--- config.mk ---
export PLATFORM = sky130hd
export DESIGN_NAME = battery_fuel_gauge_core
export DESIGN_NICKNAME = d
export VERILOG_FILES = /design/src/hdl/bfg_pkg.sv /design/src/hdl/bfg_seq.sv /design/src/hdl/battery_fuel_gauge_core.sv
export VERILOG_INCLUDE_DIRS = /design/src /design/src/hdl
export SDC_FILE = /design/constraint.sdc
export NUM_CORES = 1
export LEC_CHECK = 0
export BUFFER_PORTS_ARGS = -buffer_cell sky130_fd_sc_hd__buf_2
export CORE_ASPECT_RATIO = 1.5
export CORE_UTILIZATION = 60
export DETAILED_ROUTE_END_ITERATION = 12
export PLACE_DENSITY_LB_ADDON = 0.05
export SETUP_SLACK_MARGIN = 0.02
export SKIP_LAST_GASP = 1
export SYNTH_ARGS = -nofsm -noshare
export SYNTH_HDL_FRONTEND = slang
export SYNTH_HIERARCHICAL = 1
export SYNTH_SLANG_ARGS = --single-unit
--- constraint.sdc ---
create_clock -name clk_i -period 7.8 [get_ports clk_i]
set_input_delay 1.56 -clock clk_i [delete_from_list [all_inputs] [get_ports clk_i]]
set_output_delay 1.56 -clock clk_i [all_outputs]
set_load 0.005 [all_outputs]
--- src/hdl/battery_fuel_gauge_core_assert.svh ---
// ----------------------------------------------------------------------------
// battery fuel gauge assertion macros
// shared property forms for the fuel gauge core checks
// ----------------------------------------------------------------------------
`ifndef BATTERY_FUEL_GAUGE_CORE_ASSERT_SVH
`define BATTERY_FUEL_GAUGE_CORE_ASSERT_SVH

// same-cycle implication, sampled on clk_i, off while in reset
`define BFG_ASSERT_NOW(lbl, ante, cons, msg) \
  lbl: assert property (@(posedge clk_i) disable iff (!rst_ni) (ante) |-> (cons)) \
    else $error(msg);

// next-cycle implication, sampled on clk_i, off while in reset
`define BFG_ASSERT_NEXT(lbl, ante, cons, msg) \
  lbl: assert property (@(posedge clk_i) disable iff (!rst_ni) (ante) |=> (cons)) \
    else $error(msg);

`endif

--- src/hdl/bfg_pkg.sv ---
// ----------------------------------------------------------------------------
// bfg_pkg
// types, constants, discharge curve and microcode program of the fuel gauge
// ----------------------------------------------------------------------------
package bfg_pkg;

  // program counter of the sequencer
  typedef logic [3:0] pc_t;

  // settle phase codes
  typedef enum logic [1:0] {
    PH_RESET  = 2'd0,
    PH_FORCE  = 2'd1,
    PH_SEARCH = 2'd2,
    PH_WALK   = 2'd3
  } phase_e;

  // reported battery state codes
  typedef enum logic [1:0] {
    BST_CHARGING    = 2'd0,
    BST_CHARGED     = 2'd1,
    BST_DISCHARGING = 2'd2,
    BST_LOW         = 2'd3
  } bstate_e;

  // datapath action of one microcode step
  typedef enum logic [3:0] {
    ACT_NONE,
    ACT_LOAD,
    ACT_SCALE,
    ACT_CAND_FULL,
    ACT_CAND_ONE,
    ACT_CAND_INC,
    ACT_CAND_STORED,
    ACT_CAND_DEC,
    ACT_COMMIT
  } act_e;

  // jump condition of one microcode step
  typedef enum logic [2:0] {
    COND_ALWAYS,
    COND_BEAT,
    COND_PH_LOW,
    COND_PH_WALK,
    COND_SRCH_HIT,
    COND_WALK_HIT,
    COND_OUT_FREE
  } cond_e;

  // one control word: action, jump condition, target, hold when not taken
  typedef struct packed {
    act_e  act;
    cond_e cond;
    pc_t   jmp;
    logic  hold;
  } ctrl_word_t;

  // status flags from the datapath into the sequencer
  typedef struct packed {
    logic beat;
    logic ph_low;
    logic ph_walk;
    logic srch_hit;
    logic walk_hit;
    logic out_free;
  } cond_vec_t;

  // configuration register indexes
  localparam logic [1:0] CfgScale     = 2'd0;
  localparam logic [1:0] CfgThreshold = 2'd1;

  // register reset values
  localparam logic [15:0] ScaleReset     = 16'd7200;
  localparam logic [15:0] ThresholdReset = 16'd4250;

  localparam logic [6:0]  FullPercent = 7'd100;
  localparam logic [15:0] MvMax       = 16'hFFFF;

  // program step addresses
  localparam pc_t StepWait     = 4'd0;
  localparam pc_t StepScale    = 4'd1;
  localparam pc_t StepDispLow  = 4'd2;
  localparam pc_t StepDispWalk = 4'd3;
  localparam pc_t StepSrchInit = 4'd4;
  localparam pc_t StepSrch     = 4'd5;
  localparam pc_t StepWalkInit = 4'd6;
  localparam pc_t StepWalk     = 4'd7;
  localparam pc_t StepFull     = 4'd8;
  localparam pc_t StepCommit   = 4'd9;

  // discharge curve in mV, index is percent
  localparam logic [15:0] CurveMv [0:100] = '{
    16'd0,
    16'd3043, 16'd3269, 16'd3368, 16'd3437, 16'd3493, 16'd3536, 16'd3568, 16'd3596,
    16'd3621, 16'd3636, 16'd3655, 16'd3659, 16'd3662, 16'd3666, 16'd3669, 16'd3672,
    16'd3675, 16'd3678, 16'd3681, 16'd3684, 16'd3688, 16'd3691, 16'd3695, 16'd3698,
    16'd3702, 16'd3706, 16'd3710, 16'd3714, 16'd3718, 16'd3722, 16'd3725, 16'd3729,
    16'd3733, 16'd3737, 16'd3740, 16'd3744, 16'd3747, 16'd3751, 16'd3754, 16'd3757,
    16'd3760, 16'd3763, 16'd3765, 16'd3768, 16'd3771, 16'd3773, 16'd3776, 16'd3778,
    16'd3780, 16'd3783, 16'd3785, 16'd3788, 16'd3790, 16'd3793, 16'd3796, 16'd3798,
    16'd3801, 16'd3805, 16'd3808, 16'd3811, 16'd3815, 16'd3819, 16'd3823, 16'd3827,
    16'd3832, 16'd3836, 16'd3841, 16'd3846, 16'd3852, 16'd3857, 16'd3863, 16'd3868,
    16'd3874, 16'd3880, 16'd3886, 16'd3893, 16'd3899, 16'd3905, 16'd3911, 16'd3917,
    16'd3923, 16'd3929, 16'd3935, 16'd3941, 16'd3947, 16'd3953, 16'd3958, 16'd3964,
    16'd3969, 16'd3975, 16'd3981, 16'd3986, 16'd3993, 16'd3999, 16'd4006, 16'd4014,
    16'd4022, 16'd4031, 16'd4042, 16'd4050
  };

  // curve lookup, entries past full read as zero
  function automatic logic [15:0] curve_mv(logic [6:0] idx);
    logic [15:0] val;
    val = 16'd0;
    if (idx <= FullPercent) begin
      val = CurveMv[idx];
    end
    return val;
  endfunction

  // helper to build a control word
  function automatic ctrl_word_t cw(act_e act, cond_e cond, pc_t jmp, logic hold);
    ctrl_word_t w;
    w.act  = act;
    w.cond = cond;
    w.jmp  = jmp;
    w.hold = hold;
    return w;
  endfunction

  // microcode program
  function automatic ctrl_word_t ucode_rom(pc_t pc);
    ctrl_word_t w;
    unique case (pc)
      StepWait:     w = cw(ACT_LOAD,        COND_BEAT,     StepScale,    1'b1);
      StepScale:    w = cw(ACT_SCALE,       COND_ALWAYS,   StepDispLow,  1'b0);
      StepDispLow:  w = cw(ACT_NONE,        COND_PH_LOW,   StepFull,     1'b0);
      StepDispWalk: w = cw(ACT_NONE,        COND_PH_WALK,  StepWalkInit, 1'b0);
      StepSrchInit: w = cw(ACT_CAND_ONE,    COND_ALWAYS,   StepSrch,     1'b0);
      StepSrch:     w = cw(ACT_CAND_INC,    COND_SRCH_HIT, StepCommit,   1'b1);
      StepWalkInit: w = cw(ACT_CAND_STORED, COND_ALWAYS,   StepWalk,     1'b0);
      StepWalk:     w = cw(ACT_CAND_DEC,    COND_WALK_HIT, StepCommit,   1'b1);
      StepFull:     w = cw(ACT_CAND_FULL,   COND_ALWAYS,   StepCommit,   1'b0);
      StepCommit:   w = cw(ACT_COMMIT,      COND_OUT_FREE, StepWait,     1'b1);
      default:      w = cw(ACT_NONE,        COND_ALWAYS,   StepWait,     1'b0);
    endcase
    return w;
  endfunction

endpackage

--- src/hdl/bfg_seq.sv ---
// ----------------------------------------------------------------------------
// bfg_seq
// microcode sequencer: step counter, program rom and conditional jumps
// ----------------------------------------------------------------------------
module bfg_seq (
  input  logic                   clk_i,
  input  logic                   rst_ni,
  input  bfg_pkg::cond_vec_t     cond_i,
  output bfg_pkg::ctrl_word_t    cw_o
);

  bfg_pkg::pc_t        pc_q;
  bfg_pkg::pc_t        pc_d;
  bfg_pkg::ctrl_word_t cw;
  logic                taken;

  // fetch the current control word
  assign cw   = bfg_pkg::ucode_rom(pc_q);
  assign cw_o = cw;

  // evaluate the jump condition
  always_comb begin
    unique case (cw.cond)
      bfg_pkg::COND_ALWAYS:   taken = 1'b1;
      bfg_pkg::COND_BEAT:     taken = cond_i.beat;
      bfg_pkg::COND_PH_LOW:   taken = cond_i.ph_low;
      bfg_pkg::COND_PH_WALK:  taken = cond_i.ph_walk;
      bfg_pkg::COND_SRCH_HIT: taken = cond_i.srch_hit;
      bfg_pkg::COND_WALK_HIT: taken = cond_i.walk_hit;
      bfg_pkg::COND_OUT_FREE: taken = cond_i.out_free;
      default:                taken = 1'b1;
    endcase
  end

  // next step: jump, hold or fall through
  always_comb begin
    priority if (taken) begin
      pc_d = cw.jmp;
    end else if (cw.hold) begin
      pc_d = pc_q;
    end else begin
      pc_d = pc_q + 4'd1;
    end
  end

  always_ff @(posedge clk_i or negedge rst_ni) begin
    if (!rst_ni) begin
      pc_q <= bfg_pkg::StepWait;
    end else begin
      pc_q <= pc_d;
    end
  end

endmodule

--- src/hdl/battery_fuel_gauge_core.sv ---
// ----------------------------------------------------------------------------
// battery_fuel_gauge_core
// adc count to millivolts and discharge-curve percentage with settle sequence
// ----------------------------------------------------------------------------
// One beat in, one beat out. The count is scaled to mV (count * scale >>
// ADC_BITS, saturated), then turned into a percentage by a microcoded
// sequencer over the 101-entry discharge curve, one curve entry per cycle.
// Forced-full phases give the full level; the upward search steps up from
// entry one to the first entry at or above the voltage or the limit; the
// downward walk goes down from the stored level to the first one not above it.
// A new beat is taken once the previous result sits in the output register, so
// the output may be stalled while the next item is already being worked on.
// Configuration writes are taken every cycle and must only be made while idle.
module battery_fuel_gauge_core #(
  parameter int ADC_BITS    = 12,
  parameter int CURVE_STEPS = 100
) (
  input  logic        clk_i,
  input  logic        rst_ni,
  // measurement input
  input  logic        s_axis_tvalid,
  output logic        s_axis_tready,
  input  logic [15:0] s_axis_tdata,   // [11:0] adc_count, [12] charge_done, [15:13] zero
  // result output
  output logic        m_axis_tvalid,
  input  logic        m_axis_tready,
  output logic [23:0] m_axis_tdata,   // [6:0] level_percent, [22:7] voltage_mv, [23] zero
  output logic [2:0]  m_axis_tuser,   // [1:0] battery_state, [2] level_updated
  // configuration writes
  input  logic        cfg_valid_i,
  output logic        cfg_ready_o,
  input  logic [1:0]  cfg_index_i,
  input  logic [15:0] cfg_data_i
);

  `include "battery_fuel_gauge_core_assert.svh"

  localparam int SrchLimit = (CURVE_STEPS < 100) ? CURVE_STEPS : 100;

  bfg_pkg::ctrl_word_t cw;
  bfg_pkg::cond_vec_t  cond;

  // configuration registers
  logic [15:0] scale_q;
  logic [15:0] thr_q;

  // settle state
  bfg_pkg::phase_e phase_q;
  bfg_pkg::phase_e phase_d;
  logic [6:0]      stored_q;
  logic [6:0]      stored_d;

  // datapath registers
  logic [11:0] adc_q;
  logic        done_q;
  logic [15:0] mv_q;
  logic [6:0]  cand_q;

  // output register
  logic        m_valid_q;
  logic [23:0] m_data_q;
  logic [2:0]  m_user_q;

  logic        beat;
  logic        out_free;
  logic [27:0] prod;
  logic [27:0] prod_sh;
  logic [15:0] mv_sat;
  logic [15:0] cand_mv;
  logic [6:0]  stored_eff;
  logic [6:0]  stored_cap;
  logic        charger;
  logic        updated;
  logic [6:0]  level;
  logic [1:0]  bstate;

  // sequencer
  bfg_seq u_seq (
    .clk_i  (clk_i),
    .rst_ni (rst_ni),
    .cond_i (cond),
    .cw_o   (cw)
  );

  // handshakes
  assign s_axis_tready = (cw.act == bfg_pkg::ACT_LOAD);
  assign beat          = s_axis_tvalid && s_axis_tready;
  assign out_free      = !m_valid_q || m_axis_tready;
  assign cfg_ready_o   = 1'b1;

  assign m_axis_tvalid = m_valid_q;
  assign m_axis_tdata  = m_data_q;
  assign m_axis_tuser  = m_user_q;

  // scaling to millivolts with saturation
  assign prod    = 28'(adc_q) * 28'(scale_q);
  assign prod_sh = prod >> ADC_BITS;
  assign mv_sat  = (|prod_sh[27:16]) ? bfg_pkg::MvMax : prod_sh[15:0];

  // curve entry at the candidate
  assign cand_mv    = bfg_pkg::curve_mv(cand_q);
  assign stored_cap = (stored_q > bfg_pkg::FullPercent) ? bfg_pkg::FullPercent : stored_q;

  // conditions for the sequencer
  always_comb begin
    cond.beat     = beat;
    cond.ph_low   = (phase_q == bfg_pkg::PH_RESET) || (phase_q == bfg_pkg::PH_FORCE);
    cond.ph_walk  = (phase_q == bfg_pkg::PH_WALK);
    cond.srch_hit = (cand_q >= 7'(SrchLimit)) || (cand_mv >= mv_q);
    cond.walk_hit = (cand_q == 7'd0) || (mv_q >= cand_mv);
    cond.out_free = out_free;
  end

  // result and settle state update at commit
  always_comb begin
    stored_eff = (phase_q == bfg_pkg::PH_RESET) ? bfg_pkg::FullPercent : stored_q;
    charger    = mv_q > thr_q;
    updated    = (phase_q == bfg_pkg::PH_FORCE);
    stored_d   = stored_eff;
    unique case (phase_q)
      bfg_pkg::PH_RESET:  phase_d = bfg_pkg::PH_FORCE;
      bfg_pkg::PH_FORCE:  phase_d = bfg_pkg::PH_SEARCH;
      bfg_pkg::PH_SEARCH: phase_d = bfg_pkg::PH_WALK;
      bfg_pkg::PH_WALK:   phase_d = bfg_pkg::PH_WALK;
      default:            phase_d = bfg_pkg::PH_RESET;
    endcase
    if (charger) begin
      level   = bfg_pkg::FullPercent;
      bstate  = done_q ? bfg_pkg::BST_CHARGED : bfg_pkg::BST_CHARGING;
      phase_d = bfg_pkg::PH_RESET;
    end else begin
      if (cand_q < stored_eff) begin
        stored_d = cand_q;
        updated  = 1'b1;
      end
      level  = stored_d;
      bstate = (cand_q == 7'd0) ? bfg_pkg::BST_LOW : bfg_pkg::BST_DISCHARGING;
    end
  end

  // configuration and settle state registers
  always_ff @(posedge clk_i or negedge rst_ni) begin
    if (!rst_ni) begin
      scale_q  <= bfg_pkg::ScaleReset;
      thr_q    <= bfg_pkg::ThresholdReset;
      phase_q  <= bfg_pkg::PH_RESET;
      stored_q <= bfg_pkg::FullPercent;
    end else begin
      if (cfg_valid_i && cfg_index_i == bfg_pkg::CfgScale) begin
        scale_q <= cfg_data_i;
      end
      if (cfg_valid_i && cfg_index_i == bfg_pkg::CfgThreshold) begin
        thr_q <= cfg_data_i;
      end
      if (cw.act == bfg_pkg::ACT_COMMIT && out_free) begin
        phase_q  <= phase_d;
        stored_q <= stored_d;
      end
    end
  end

  // output valid
  always_ff @(posedge clk_i or negedge rst_ni) begin
    if (!rst_ni) begin
      m_valid_q <= 1'b0;
    end else if (cw.act == bfg_pkg::ACT_COMMIT && out_free) begin
      m_valid_q <= 1'b1;
    end else if (m_axis_tready) begin
      m_valid_q <= 1'b0;
    end
  end

  // datapath actions
  always_ff @(posedge clk_i) begin
    unique case (cw.act)
      bfg_pkg::ACT_LOAD: begin
        if (beat) begin
          adc_q  <= s_axis_tdata[11:0];
          done_q <= s_axis_tdata[12];
        end
      end
      bfg_pkg::ACT_SCALE:       mv_q   <= mv_sat;
      bfg_pkg::ACT_CAND_FULL:   cand_q <= bfg_pkg::FullPercent;
      bfg_pkg::ACT_CAND_ONE:    cand_q <= 7'd1;
      bfg_pkg::ACT_CAND_INC: begin
        if (!cond.srch_hit) begin
          cand_q <= cand_q + 7'd1;
        end
      end
      bfg_pkg::ACT_CAND_STORED: cand_q <= stored_cap;
      bfg_pkg::ACT_CAND_DEC: begin
        if (!cond.walk_hit) begin
          cand_q <= cand_q - 7'd1;
        end
      end
      bfg_pkg::ACT_COMMIT: begin
        if (out_free) begin
          m_data_q <= {1'b0, mv_q, level};
          m_user_q <= {updated, bstate};
        end
      end
      default: begin
      end
    endcase
  end

  // checks
  `BFG_ASSERT_NOW(a_level_range, m_axis_tvalid,
                  m_axis_tdata[6:0] <= bfg_pkg::FullPercent, "level above full")
  `BFG_ASSERT_NOW(a_low_is_empty, m_axis_tvalid && m_axis_tuser[1:0] == bfg_pkg::BST_LOW,
                  m_axis_tdata[6:0] == 7'd0, "low state with nonzero level")
  `BFG_ASSERT_NEXT(a_busy_after_beat, s_axis_tvalid && s_axis_tready, !s_axis_tready,
                   "beat taken while busy")
  `BFG_ASSERT_NOW(a_stored_range, 1'b1, stored_q <= bfg_pkg::FullPercent,
                  "stored level above full")

endmodule

==> flow_metrics.py, run 1 <==
metrics = {
    "outcome": {
        "status": "finished clean",
    },
    "setup_path": {
        "r2r_setup_slack_ps": 2050,
        "required_ps": 7910,
        "crit_chain": "nand2_1 -> fa_1 -> inv_1 -> fa_1 -> fa_1 -> fa_1 -> inv_1 -> fa_1 -> inv_1 -> ha_1 -> o211a_1 -> a211oi_2 -> nor2_1 -> a21boi_1 -> or4b_1 -> and3_1",
        "r2r-start": "adc_q[8]$_DFFE_PP_",
        "critPathLaunchType": "flip-flop",
        "worst-path-max-fanout": 16,
        "critPathArrivalTime_ps": 5860,
        "path_buf_inv": 3,
        "path_delay_family": "adder cells",
        "end_kind": "flip-flop",
        "rr_worst_depth": 16,
        "cp.depth": 16,
        "crit_top_cell": "fa_1",
        "cp-endpoint": "mv_q[9]$_DFFE_PN_",
        "path_class": "flip-flop to flip-flop",
        "slowest_delay_ps": 730,
        "setup.worst_path.start": "adc_q[8]$_DFFE_PP_",
        "crit_path_top_delay_cell": "edfxtp_1",
        "rr_endpoint": "mv_q[9]$_DFFE_PN_",
    },
    "floorplan": {
        "ios": 69,
        "die_x_um": 120,
        "dieArea_um2": 21600,
        "coreArea_um2": 20500,
        "start_util_pct": 61.4,
        "die_h_um": 179,
        "rows": 64,
    },
    "clocking": {
        "clk_latency_ps": 360,
        "post_cts_buffers": 0,
        "cts_buffers": 9,
        "path_clk_slew_ps": 80,
        "cts-hold-fix-buffers": 0,
        "cts_buffer_depth": 2,
        "cts_tree": "built",
        "cts-root-buf": "clkbuf_16",
        "postCtsResizedCells": 0,
        "cts_max_level": 3,
        "cts_sinks": 108,
    },
    "global_route": {
        "grt_pass1_vias": 9824,
        "antenna_found_initial": 0,
        "grt_pass1_wl_mm": 49.4,
        "grt-ovfl-total": 0,
        "grtUsageTotal_pct": 29.8,
        "grt_max_degree": 56,
    },
    "placement": {
        "place_congestion": 0.931,
        "hpwlAfterDp_mm": 23.8,
        "port_buffers": 63,
    },
    "drt": {
        "wire_per_inst_um": 18.6,
        "viasPerCell": 5.87,
        "ant_nets": 0,
        "vias": 9501,
        "drc": 0,
        "drtPass1Iterations": 5,
        "drtIter0Drc": 741,
        "wl_mm": 30.1,
    },
    "logic_synthesis": {
        "syn_nets": 1628,
        "syn_avg_cell_area_um2": 9.41,
        "syn_inst": 1337,
        "synth_area_um2": 12600,
        "yosysWarnings": 6,
    },
    "finish": {
        "antenna_cells": 0,
        "area_delta_synth_final_pct": 5.64,
        "drive_above_1_share_pct": 11.7,
        "nets": 1641,
    },
    "job": {
        "maxCapViolations": 0,
    },
    "timing": {
        "tightest_slew_ps": 1070,
        "rsz0062_at_grt": "no",
        "finalCritPeriodShare_pct": 73.8,
        "relSlewSlack_pct": 28.4,
        "finalSetupViolCount": 0,
        "finalHoldViolations": 0,
        "tns_ps": 0,
        "fmax_mhz": 174,
        "period_needed_ps": 5750,
        "report.final.slew_viol_count": 0,
        "fin_skew_ps": 11.4,
    },
    "min_path": {
        "min_path_type": "flip-flop to flip-flop",
    },
}
==> flip-flops by register name, indices dropped and copies added, names as in the netlist <==
| register | cells |
|---|---|
| adc_q | 12 |
| cand_q | 7 |
| done_q | 1 |
| m_axis_tdata | 23 |
| m_axis_tuser | 3 |
| m_axis_tvalid | 1 |
| mv_q | 16 |
| phase_q | 2 |
| scale_q | 16 |
| stored_q | 7 |
| thr_q | 16 |
| u_seq/pc_q | 4 |
==> placed cells by master (no fill, tap or decap), types with 34 or more instances in the layout <==
cell      instances
mux2_2           34
fa_1            140
o21ai_0          51
nor2_1           50
edfxtp_1         62
inv_1           193
a21oi_1          69
ha_1            112
nand2_1         180
dfrtp_1          34
buf_2            63
and2_1           65
==> layout make-up <==
class	instances	area, um2
Inverter	196	736
Timing Repair Buffer	70	368
Multi-Input combinational cell	965	8540
Sequential cell	108	3030
Clock inverter	6	57.6
Clock buffer	10	229
Tap cell	264	330
Fill cell	1825	7210
==> how the worst min path moves through the flow <==
| stage | startpoint | endpoint | slack, ps | cells after the start |
|---|---|---|---|---|
| 6_report | mv_q[0]$_DFFE_PN_ | m_axis_tdata[7]$_DFFE_PP_ | 490 | 0 |
| 3_5_place_dp | mv_q[0]$_DFFE_PN_ | m_axis_tdata[7]$_DFFE_PP_ | 480 | 0 |
| 4_1_cts | mv_q[0]$_DFFE_PN_ | m_axis_tdata[7]$_DFFE_PP_ | 500 | 0 |
| 2_1_floorplan | mv_q[0]$_DFFE_PN_ | m_axis_tdata[7]$_DFFE_PP_ | 430 | 0 |
| 3_3_place_gp | mv_q[0]$_DFFE_PN_ | m_axis_tdata[7]$_DFFE_PP_ | 480 | 0 |
| 5_1_grt | mv_q[0]$_DFFE_PN_ | m_axis_tdata[7]$_DFFE_PP_ | 500 | 0 |
==> through the flow <==
stage / area, um2 / hold WS [ps] / worst slack [ps] / std cells / util, %
finish: 13300 / 488 / 2050 / 1619 / 64.8
global route: 13300 / 500 / 1790 / 1619 / 64.8
CTS: 13300 / 495 / 2060 / 1619 / 64.8
detailed placement: 13000 / 481 / 2080 / 1603 / 63.4
global placement: 13000 / 476 / 2120 / 1603 / 63.4
floorplan: 12600 / 426 / 2350 / 1337 / -
==> per-layer routing <==
metal  track usage, %  vias to the layer above  wire, um  share of wire, %
met5                0                        -         0                 0
met4             14.7                        0      1340               4.4
met3             2.66                       68       920               3.1
met2             55.6                      234     16200                54
met1             34.1                     4716     11600                39
li1                 -                     4483         -                 -
Power of run 1 is left out: the tool's default activity adds up to more than one toggle a clock period on the data nets, which glitch-free logic cannot reach.
==> run 2, diff against run 1 <==
==> constraint.sdc (replaced) <==
create_clock -name clk_i -period 5.45 [get_ports clk_i]
set_input_delay 1.09 -clock clk_i [delete_from_list [all_inputs] [get_ports clk_i]]
set_output_delay 1.09 -clock clk_i [all_outputs]
set_load 0.005 [all_outputs]
==> run 2 against run 1 <==
  * Worst hold slack got worse by 4.4 ps
  * Die area unchanged
  * Final cell count increased by 4.9%
  * Wire length increased by 7.8%
  * Register-to-register slack got worse by 2000 ps
  * Non-clock buffer count rose by 79
  * Utilization up 3.5 points
  * Count of clock-buffer cells in the layout is 1 lower
  * First-iteration DRC count decreased by 15%
  * Fmax increased by 7.1%
==> flow_metrics.py, run 2 (synthesized netlist as in run 1, its figures left out) <==
metrics = {
    "outcome": {
        "status": "finished clean",
    },
    "drt": {
        "wl_met3_mm": 1.08,
        "wl_mm": 32.4,
        "drtIter0Drc": 629,
        "drc": 0,
        "wl_met1_mm": 12.2,
        "route.top_layer_used": "met4",
        "vias": 9966,
        "routed-wl-met2_mm": 17.6,
        "drtPass1Iterations": 5,
        "viasPerCell": 5.87,
        "wire_per_inst_um": 19.1,
        "ant_nets": 0,
    },
    "placement": {
        "hpwlAfterDp_mm": 25.8,
        "port_buffers": 63,
        "place_area_um2": 13500,
        "place_congestion": 0.920,
        "place_inst": 1669,
        "dp_slack_ps": -20.4,
    },
    "timing": {
        "worst_slack_ps": 76.2,
        "tightest_slew_ps": 1040,
        "finalHoldViolations": 0,
        "finalCritPeriodShare_pct": 98.6,
        "period_needed_ps": 5370,
        "fmax_mhz": 186,
        "finalSetupViolCount": 0,
        "relSlewSlack_pct": 29.7,
        "rsz0062_at_grt": "yes",
        "report.final.slew_viol_count": 0,
        "fin_skew_ps": 17.8,
    },
    "setup_path": {
        "slowest_delay_ps": 560,
        "critPathArrivalTime_ps": 5510,
        "critPathLaunchType": "flip-flop",
        "end_kind": "flip-flop",
        "path_delay_family": "adder cells",
        "crit_top_cell": "fa_1",
        "worst-path-max-fanout": 7,
        "crit_path_top_delay_cell": "edfxtp_1",
        "path_class": "flip-flop to flip-flop",
        "path_buf_inv": 3,
        "crit_chain": "buf_4 -> and2_1 -> fa_1 -> fa_1 -> fa_1 -> fa_1 -> inv_1 -> fa_1 -> inv_1 -> ha_4 -> o211a_1 -> a211oi_2 -> nor2_1 -> a21boi_1 -> or4b_1 -> and3_1",
        "required_ps": 5580,
    },
    "finish": {
        "layout_common_cells": "193 x inv_1, 176 x nand2_1, 138 x fa_1, 109 x ha_1, 81 x buf_4",
        "area_delta_synth_final_pct": 11.3,
        "fin_area_um2": 14000,
        "n_fill_cell": 1723,
        "final_common_cell": "inv_1",
        "largest_register_ffs": 23,
        "seqCellArea_um2": 3040,
        "antenna_cells": 0,
        "multi_input_area_um2": 8620,
        "drive_above_1_share_pct": 18.0,
        "finalNonFillerCells": 1698,
        "nets": 1720,
        "regMostFlops": "m_axis_tdata",
    },
    "global_route": {
        "grtUsageTotal_pct": 31.2,
        "antenna_found_initial": 0,
        "grt_pass1_vias": 10100,
        "grt_pass1_wl_mm": 51.1,
        "grt-ovfl-total": 0,
        "grt_max_degree": 55,
    },
    "clocking": {
        "cts_sinks": 108,
        "cts_tree": "built",
        "clk_latency_ps": 370,
        "cts_buffer_depth": 2,
        "cts-root-buf": "clkbuf_16",
        "path_clk_slew_ps": 90,
        "cts_buffers": 9,
        "cts_max_level": 3,
        "cts-hold-fix-buffers": 0,
    },
    "floorplan": {
        "die_h_um": 179,
        "die_x_um": 120,
        "dieArea_um2": 21600,
        "start_util_pct": 61.4,
        "coreArea_um2": 20500,
        "rows": 64,
        "ios": 69,
    },
    "job": {
        "maxCapViolations": 0,
    },
    "min_path": {
        "min_path_type": "flip-flop to flip-flop",
    },
}
## run 2: area by class of cell
type | instances | area share [%]
well taps | 264 | 2.36
clock inverters | 7 | 0.563
clock buffers | 9 | 1.61
repair buffers | 149 | 7.03
inverters | 196 | 5.25
flip-flops and latches | 108 | 21.7
multi-input cells | 965 | 61.5
## run 2: worst paths after layout
path | start | end | slack [ps] | depth (start not counted)
setup / recovery | adc_q[10]$_DFFE_PP_ | mv_q[9]$_DFFE_PN_ | 80 | 16
hold / removal | mv_q[0]$_DFFE_PN_ | m_axis_tdata[7]$_DFFE_PP_ | 480 | 0
setup reg to reg | adc_q[10]$_DFFE_PP_ | mv_q[9]$_DFFE_PN_ | 80 | 16
hold reg to reg | mv_q[0]$_DFFE_PN_ | m_axis_tdata[7]$_DFFE_PP_ | 480 | 0
max in group asynchronous | rst_ni | scale_q[8]$_DFFE_PN0P_ | 4130 | 2
min in group asynchronous | rst_ni | thr_q[13]$_DFFE_PN0P_ | 830 | 2
## run 2: worst register-to-register path: cells and delay by family (launching register included)
kind / cells / cell delay (ps)
adder cells (fa/ha/maj): 6 / 2820
AND/OR/NAND/NOR: 4 / 890
AO/OA/AOI/OAI: 3 / 530
buffers and inverters: 3 / 340
flip-flops: 1 / 560
## run 2: through the flow
stage | setup TNS (ps) | util, % | hold WS, ps
after floorplan | 0 | - | 426
after detailed placement | -20.4 | 65.9 | 476
after global routing | -187 | 68.3 | 493
after global placement | 0 | 65.9 | 471
after CTS | 0 | 67.5 | 492
final | 0 | 68.3 | 483
## run 2: metal layers
metal  vias to the layer above  global-route usage [%]
met5                         -                       0
met4                         0                    17.1
met3                        92                    2.47
met2                       291                    58.9
met1                      4953                    34.5
li1                       4630                       -
## run 2: repair_timing
| action | in CTS | in global routing |
|---|---|---|
| pin swaps | 1 | 11 |
| buffers inserted | 2 | 11 |
| setup endpoints to repair | 1 | 11 |
| gates resized for setup | 1 | 22 |
Power of run 2 is left out for the same reason.
==> run 3, diff against run 2 <==
--- a/config.mk
+++ b/config.mk
@@ -7,8 +7,10 @@
 export NUM_CORES = 1
 export LEC_CHECK = 0
 export BUFFER_PORTS_ARGS = -buffer_cell sky130_fd_sc_hd__buf_2
+export CELL_PAD_IN_SITES_DETAIL_PLACEMENT = 0
+export CELL_PAD_IN_SITES_GLOBAL_PLACEMENT = 1
 export CORE_ASPECT_RATIO = 1.5
-export CORE_UTILIZATION = 60
+export CORE_UTILIZATION = 50
 export DETAILED_ROUTE_END_ITERATION = 12
 export PLACE_DENSITY_LB_ADDON = 0.05
 export SETUP_SLACK_MARGIN = 0.02
==> run 3 against run 2 <==
  * Cell area barely moved
  * Clock skew increased by 1.1 ps
  * Count of clock-buffer cells in the layout grew 1
  * Highest routed layer unchanged
  * Worst hold slack better by 8.2 ps
  * Final cell count is 3.1% higher
==> flow_metrics.py, run 3 (synthesized netlist as in run 1, its figures left out) <==
metrics = {
    "setup_path": {
        "end_kind": "flip-flop",
        "crit_top_cell": "fa_1",
        "path_class": "flip-flop to flip-flop",
        "required_ps": 5570,
        "slowest_delay_ps": 550,
        "r2r_setup_slack_ps": 100,
        "rr_endpoint": "mv_q[9]$_DFFE_PN_",
        "cp.depth": 17,
        "worst-path-max-fanout": 8,
        "critPathLaunchType": "flip-flop",
        "path_delay_family": "adder cells",
        "r2r-start": "adc_q[6]$_DFFE_PP_",
        "crit_path_top_delay_cell": "edfxtp_1",
        "crit_chain": "buf_6 -> nand2_1 -> fa_1 -> inv_1 -> fa_1 -> fa_1 -> fa_1 -> inv_1 -> fa_1 -> inv_1 -> ha_1 -> buf_4 -> a211oi_4 -> nor2_1 -> a21boi_1 -> or4b_1 -> and3_1",
        "critPathArrivalTime_ps": 5460,
        "path_buf_inv": 5,
        "rr_worst_depth": 17,
    },
    "timing": {
        "finalSetupViolCount": 0,
        "period_needed_ps": 5350,
        "fin_skew_ps": 18.9,
        "tns_ps": 0,
        "finalCritPeriodShare_pct": 98.1,
        "relSlewSlack_pct": 21.7,
        "fmax_mhz": 187,
        "hold-worst-slack_ps": 491,
        "rsz0062_at_grt": "yes",
        "report.final.slew_viol_count": 0,
        "finalHoldViolations": 0,
        "tightest_slew_ps": 1170,
    },
    "clocking": {
        "cts_tree": "built",
        "cts-root-buf": "clkbuf_16",
        "clk_latency_ps": 370,
        "cts_max_level": 3,
        "cts_buffer_depth": 2,
        "cts_sinks": 108,
        "cts_buffers": 9,
        "path_clk_slew_ps": 90,
        "cts-hold-fix-buffers": 0,
    },
    "placement": {
        "hpwlAfterDp_mm": 26.8,
        "port_buffers": 63,
        "place_congestion": 0.920,
    },
    "finish": {
        "largest_register_ffs": 23,
        "drive_above_1_share_pct": 17.1,
        "final_common_cell": "inv_1",
        "antenna_cells": 0,
        "regMostFlops": "m_axis_tdata",
        "n_fill_cell": 2268,
        "layout_common_cells": "192 x inv_1, 180 x nand2_1, 140 x fa_1, 110 x ha_1, 75 x buf_4",
        "area_delta_synth_final_pct": 11.4,
        "nets": 1713,
    },
    "global_route": {
        "grtUsageTotal_pct": 26.5,
        "grt_max_degree": 53,
        "antenna_found_initial": 0,
        "grt-ovfl-total": 0,
        "grt_pass1_wl_mm": 52.8,
        "grt_pass1_vias": 10000,
    },
    "drt": {
        "viasPerCell": 5.51,
        "drc": 0,
        "wl_mm": 32.4,
        "drtPass1Iterations": 4,
        "wire_per_inst_um": 18.5,
        "drtIter0Drc": 352,
        "ant_nets": 0,
        "vias": 9654,
    },
    "floorplan": {
        "die_h_um": 196,
        "dieArea_um2": 25800,
        "die_x_um": 132,
        "start_util_pct": 51.3,
        "ios": 69,
        "rows": 70,
        "coreArea_um2": 24500,
    },
    "min_path": {
        "hold_end": "m_axis_tdata[22]$_DFFE_PP_",
        "hold_depth": 0,
        "hp-start": "mv_q[15]$_DFFE_PN_",
        "min_path_type": "flip-flop to flip-flop",
    },
    "job": {
        "maxCapViolations": 0,
    },
    "outcome": {
        "status": "finished clean",
    },
}
==> run 3: cell count changes in the layout (fill, tap and decap cells not counted), sizes merged <==
cell    previous run  this run
buf              148       142
clkinv             6         5
==> run 3: what timing repair did <==
action	in CTS	in global routing
pin swaps	0	10
resized for setup	2	16
buffers inserted	3	5
endpoints found under the setup margin	1	9
cloned	0	0
==> run 3: cell type report <==
class                           instances  area, um2  area share [%]
Clock buffer                           10        239            1.70
Clock inverter                          6       46.3           0.330
Inverter                              196        736            5.25
Multi-Input combinational cell        965       8620            61.4
Sequential cell                       108       3030            21.6
Tap cell                              324        405            2.89
Timing Repair Buffer                  142        950            6.77
==> run 3: layer usage <==
layer / part of all wire [%] / vias up / wire length [um] / track usage [%]
met5: 0 / - / 0 / 0
met4: 3.4 / 0 / 1090 / 10.4
met3: 2.9 / 60 / 946 / 3.20
met2: 55 / 177 / 17900 / 51.0
met1: 38 / 4794 / 12400 / 29.4
li1: - / 4623 / - / -
==> run 3: worst max path at each step <==
stage,startpoint,end,slack [ps]
3_5_place_dp,adc_q[3]$_DFFE_PP_,mv_q[9]$_DFFE_PN_,-1
5_1_grt,adc_q[6]$_DFFE_PP_,mv_q[9]$_DFFE_PN_,-60
3_3_place_gp,adc_q[6]$_DFFE_PP_,mv_q[9]$_DFFE_PN_,50
6_report,adc_q[6]$_DFFE_PP_,mv_q[9]$_DFFE_PN_,100
4_1_cts,adc_q[5]$_DFFE_PP_,mv_q[9]$_DFFE_PN_,20
2_1_floorplan,adc_q[8]$_DFFE_PP_,mv_q[9]$_DFFE_PN_,70
==> run 3: metrics by stage <==
step / std cells / setup slack, ps / utilization (%) / instance area, um2
6_report: 1751 / 105 / 57.2 / 14000
5_1_grt: 1751 / -64.0 / 57.2 / 14000
4_1_cts: 1746 / 21.7 / 56.7 / 13900
3_5_place_dp: 1727 / -1.33 / 55.4 / 13600
3_3_place_gp: 1727 / 47.7 / 55.4 / 13600
2_1_floorplan: 1337 / 71.3 / - / 12600
==> run 3: worst register-to-register path, stage by stage, from the launching register on <==
cell,delay [ps]
edfxtp_1,550
buf_6,190
nand2_1,70
fa_1,490
inv_1,50
fa_1,480
fa_1,520
fa_1,550
inv_1,50
fa_1,520
inv_1,40
ha_1,300
buf_4,170
a211oi_4,220
nor2_1,90
a21boi_1,150
or4b_1,460
and3_1,180
Power of run 3 is left out for the same reason.
